--- src/hw/rtl/vgrm_pkg.sv ---
// ----------------------------------------------------------------------------
// Voxel grid ray march package
// Types and constants shared by the front end, the item queue, the march
// engine and the top level.
// ----------------------------------------------------------------------------
package vgrm_pkg;

  localparam int unsigned PosW    = 20;
  localparam int unsigned StepW   = 12;
  localparam int unsigned QuoW    = 11;
  localparam int unsigned DeltaW  = 13;
  localparam int unsigned OneQ10  = 1024;
  localparam int unsigned MaxStep = 2048;

  localparam logic [7:0]  RESET_EMPTY     = 8'd32;
  localparam logic [9:0]  RESET_BORDER    = 10'd51;
  localparam logic [9:0]  RESET_EPSILON   = 10'd10;
  localparam logic [14:0] RESET_THRESHOLD = 15'd164;

  localparam logic [1:0] REG_BORDER    = 2'd0;
  localparam logic [1:0] REG_EPSILON   = 2'd1;
  localparam logic [1:0] REG_THRESHOLD = 2'd2;
  localparam logic [1:0] REG_EMPTY     = 2'd3;

  localparam logic OP_WRITE = 1'b0;
  localparam logic OP_TRACE = 1'b1;

  localparam logic [1:0] OUT_MISS  = 2'd0;
  localparam logic [1:0] OUT_HIT   = 2'd1;
  localparam logic [1:0] OUT_EDGE  = 2'd2;
  localparam logic [1:0] OUT_LIMIT = 2'd3;

  typedef struct packed {
    logic [9:0]  border_width;
    logic [9:0]  step_epsilon;
    logic [14:0] direction_threshold;
    logic [7:0]  empty_code;
  } cfg_t;

  typedef struct packed {
    logic               operation;
    logic [4:0]         cell_x;
    logic [4:0]         cell_y;
    logic [3:0]         cell_z;
    logic [7:0]         cell_code;
    logic [2:0][15:0]   origin;
    logic [2:0][15:0]   dir;
  } item_t;

endpackage

--- src/hw/rtl/vgrm_queue.sv ---
// ----------------------------------------------------------------------------
// Voxel grid ray march item queue
// Two-entry queue that decouples the front end from the march engine.
// ----------------------------------------------------------------------------
module vgrm_queue (
  input  logic            clk_i,
  input  logic            rst_ni,
  input  logic            push_i,
  output logic            push_ready_o,
  input  vgrm_pkg::item_t push_item_i,
  output logic            pop_valid_o,
  input  logic            pop_i,
  output vgrm_pkg::item_t pop_item_o
);

  vgrm_pkg::item_t slot_q [2];
  logic            wp_q;
  logic            rp_q;
  logic [1:0]      cnt_q;

  assign push_ready_o = (cnt_q != 2'd2);
  assign pop_valid_o  = (cnt_q != 2'd0);
  assign pop_item_o   = slot_q[rp_q];

  always_ff @(posedge clk_i) begin
    if (push_i) begin
      slot_q[wp_q] <= push_item_i;
    end
  end

  always_ff @(posedge clk_i or negedge rst_ni) begin
    if (!rst_ni) begin
      wp_q  <= 1'b0;
      rp_q  <= 1'b0;
      cnt_q <= 2'd0;
    end else begin
      if (push_i) begin
        wp_q <= ~wp_q;
      end
      if (pop_i) begin
        rp_q <= ~rp_q;
      end
      if (push_i && !pop_i) begin
        cnt_q <= cnt_q + 2'd1;
      end else if (pop_i && !push_i) begin
        cnt_q <= cnt_q - 2'd1;
      end
    end
  end

endmodule

--- config.mk ---
export PLATFORM = sky130hd
export DESIGN_NAME = vgrm_queue
export DESIGN_NICKNAME = d
export VERILOG_FILES = /design/src/hw/rtl/vgrm_pkg.sv /design/src/hw/rtl/vgrm_queue.sv
export SDC_FILE = /design/constraint.sdc
export NUM_CORES = 1
export LEC_CHECK = 0
export BUFFER_PORTS_ARGS = -buffer_cell sky130_fd_sc_hd__buf_2
export CAP_MARGIN = 5
export CORE_ASPECT_RATIO = 1.2
export CORE_UTILIZATION = 30
export DETAILED_ROUTE_END_ITERATION = 8
export SYNTH_ARGS = -nofsm -noshare
export SYNTH_HDL_FRONTEND = slang
export SYNTH_SLANG_ARGS = --single-unit
--- constraint.sdc ---
create_clock -name clk_i -period 12.3 [get_ports clk_i]
set_clock_uncertainty 0.15 [all_clocks]
set_input_delay 2.46 -clock clk_i [delete_from_list [all_inputs] [get_ports clk_i]]
set_output_delay 2.46 -clock clk_i [all_outputs]
set_load 0.1 [all_outputs]
==> load_flow_metrics.sql <==
INSERT INTO impl_metrics (metric_group, metric, value, unit) VALUES
('global_route', 'wire_length_of_the_first_global_routing_pass', '24.81', 'mm'),
('clock_tree', 'post_cts_resize_count', '0', ''),
('routing', 'route.detailed.drc', '0', ''),
('timing', 'fmax', '0.1757', 'GHz'),
('die', 'floorplan.die_area', '0.03006', 'mm²'),
('die', 'rows', '68', ''),
('synthesis', 'synth_top_cell_by_area', 'sky130_fd_sc_hd__edfxtp_1', ''),
('worst_setup_path', 'reg2reg_depth', '2', ''),
('clock_tree', 'cts_hold_buf', '0', ''),
('final_layout', 'post_route_cells_drive_above_1_share', '59.94', '%'),
('synthesis', 'synth.top_cell.area_share', '81.12', '%'),
('die', 'die_x', '158.4', 'µm'),
('worst_setup_path', 'required_time_reported_for_the_critical_path_endpoint', '9.69', 'ns'),
('die', 'coreArea', '0.02884', 'mm²'),
('routing', 'via_count', '4400', ''),
('run_status', 'outcome', 'completed', ''),
('worst_setup_path', 'r2r_end', 'slot_q[1][103]', ''),
('synthesis', 'post_synth_instance_area', '0.008810', 'mm²'),
('timing', 'slew_viol_final', '0', ''),
('die', 'initial_utilization', '30.54', '%'),
('hold_path', 'holdCritStartpoint', 'cnt_q[1]', ''),
('routing', 'drt-vias-per-instance', '4.183', ''),
('final_layout', 'synthToLayoutAreaGrowth', '27.14', '%'),
('clock_tree', 'cts_tree', 'built', ''),
('worst_setup_path', 'type_of_element_capturing_the_critical_path', 'output port', ''),
('synthesis', 'avgSynthCellArea', '22.82', 'µm²'),
('die', 'die_height', '189.7', 'µm'),
('clock_tree', 'cts_num_sinks', '242', ''),
('clock_tree', 'clk_pin_slew', '0.06', 'ns'),
('timing', 'finalSetupViolations', '0', ''),
('clock_tree', 'cts.repair_timing.setup_buffer_count', '0', ''),
('global_route', 'vias_in_the_first_global_route', '4587', ''),
('place', 'place.gp.congestion', '0.7020', ''),
('synthesis', 'yosys_warning_total', '0', ''),
('worst_setup_path', 'timing.critical_path.slowest_cell_delay', '1.06', 'ns'),
('worst_setup_path', 'critical_path.startpoint', 'rp_q', ''),
('worst_setup_path', 'setup.worst_path.class', 'register to output port', ''),
('worst_setup_path', 'rr_startpoint', 'wp_q', ''),
('global_route', 'groute.usage.overall', '10.90', '%'),
('hold_path', 'timing.hold.worst.class', 'register to register', ''),
('worst_setup_path', 'crit_path_start_kind', 'register', ''),
('synthesis', 'mappedNetlistNets', '510', ''),
('timing', 'timing.setup.tns', '0', 'ns'),
('synthesis', 'ys_seq_elements', '242', ''),
('worst_setup_path', 'cp_cell_sequence', 'buf_4 -> mux2_2 -> buf_2', ''),
('die', 'design.portCount', '244', ''),
('final_layout', 'layout.cells.most_common', 'sky130_fd_sc_hd__buf_2', ''),
('final_layout', 'layout.nets', '771', ''),
('worst_setup_path', 'crit_fanout', '74', ''),
('final_layout', 'final_cell_mix', 'sky130_fd_sc_hd__buf_2 (243), sky130_fd_sc_hd__edfxtp_1 (238), sky130_fd_sc_hd__mux2_2 (119)', ''),
('place', 'hpwl', '10.90', 'mm'),
('hold_path', 'worstHoldPathCells', '1', ''),
('final_layout', 'fillers', '2657', ''),
('synthesis', 'seq_area_frac_synth', '82.26', '%'),
('routing', 'avgRoutedWirePerCell', '16.00', 'µm'),
('final_layout', 'ff_latch_area', '0.007251', 'mm²'),
('worst_setup_path', 'critPathArrivalTime', '3.08', 'ns'),
('clock_tree', 'cts_h_tree_depth', '1', ''),
('timing', 'layout_worst_path_cycle_share', '46.28', '%'),
('clock_tree', 'cts-root-buf', 'sky130_fd_sc_hd__clkbuf_16', ''),
('synthesis', 'synth.lib_cells_used.distinct', '14', ''),
('worst_setup_path', 'reg2reg_setup_slack', '9.72', 'ns'),
('clock_tree', 'clkLatencyLatePin', '0.51', 'ns'),
('clock_tree', 'ctsLongestPathBuffers', '3', ''),
('hold_path', 'hold_path_end', 'cnt_q[1]', ''),
('routing', 'count_of_antenna_violating_nets_left_after_detailed_routing', '0', ''),
('place', 'placement.cell_area', '0.01042', 'mm²'),
('synthesis', 'cell_count_after_synthesis', '386', ''),
('timing', 'grt_setup_unrepaired', 'no', ''),
('timing', 'max-slew-margin-rel', '29.22', '%'),
('routing', 'postRouteWirelength', '16.84', 'mm');
how the worst max path moves through the flow:
stage / to / slack [ns] / depth (start not counted)
2_1_floorplan: slot_q[0][0] / 3.91 / 1
3_3_place_gp: pop_item_o[68] / 7.08 / 3
3_5_place_dp: pop_item_o[25] / 7.06 / 3
4_1_cts: pop_item_o[96] / 6.51 / 3
5_1_grt: pop_item_o[84] / 6.39 / 3
6_report: pop_item_o[96] / 6.61 / 3
through the flow:
step,instances,setup slack [ns],util (%)
3_5_place_dp,1005,7.062,36.12
6_report,1052,6.608,38.83
3_3_place_gp,1005,7.080,36.12
5_1_grt,1050,6.388,38.82
2_1_floorplan,386,3.914,-
4_1_cts,1049,6.506,38.81
cell type report:
type | instances | area share [%]
clock buffers | 36 | 5.954
flip-flops and latches | 242 | 64.73
repair buffers | 247 | 11.13
diodes | 3 | 0.06702
multi-input cells | 130 | 12.81
well taps | 385 | 4.301
clock inverters | 8 | 0.9718
inverters | 1 | 0.03351
critical path, delay by kind of cell, from the launching register on:
kind | cells | cell delay (ns)
multiplexers | 1 | 0.42
buffers and inverters | 2 | 0.98
flip-flops | 1 | 1.06
flip-flops by register name, summed over array words and instances, names as in the netlist:
name	cells
rp_q	1
slot_q	238
wp_q	1
cnt_q	2
layer usage:
metal	track usage, %	vias up	wire length, µm
li1	-	2060	-
met1	11.69	2162	6318
met4	4.808	0	522
met3	2.802	38	1146
met2	19.85	140	8848
met5	0	-	0
cells by family (layout without fill, tap and decap cells):
family	count (synthesis)	in the layout	share of synthesized area, %
flops	242	242	82.26
fa+ha+maj	1	1	0.1420
mux	119	119	15.21
buf+inv	14	292	1.562
xor+xnor	5	5	0.4971
simple gates	5	5	0.3268
other cells	0	3	0
Yosys cell counts:
| library cell | instances |
|---|---|
| sky130_fd_sc_hd__inv_1 | 1 |
| sky130_fd_sc_hd__xor2_1 | 4 |
| sky130_fd_sc_hd__nand2b_1 | 1 |
| sky130_fd_sc_hd__edfxtp_1 | 238 |
| sky130_fd_sc_hd__nor2b_1 | 1 |
| sky130_fd_sc_hd__buf_6 | 11 |
| sky130_fd_sc_hd__nor2_1 | 1 |
| sky130_fd_sc_hd__dfrtp_1 | 4 |
| sky130_fd_sc_hd__buf_2 | 2 |
| sky130_fd_sc_hd__mux2_2 | 119 |
| sky130_fd_sc_hd__ha_1 | 1 |
| sky130_fd_sc_hd__xnor2_1 | 1 |
| sky130_fd_sc_hd__and2_1 | 1 |
| sky130_fd_sc_hd__or2_2 | 1 |
Power is not shown: default switching activity piles up to over one toggle a cycle in this logic, so the estimate is an artifact.
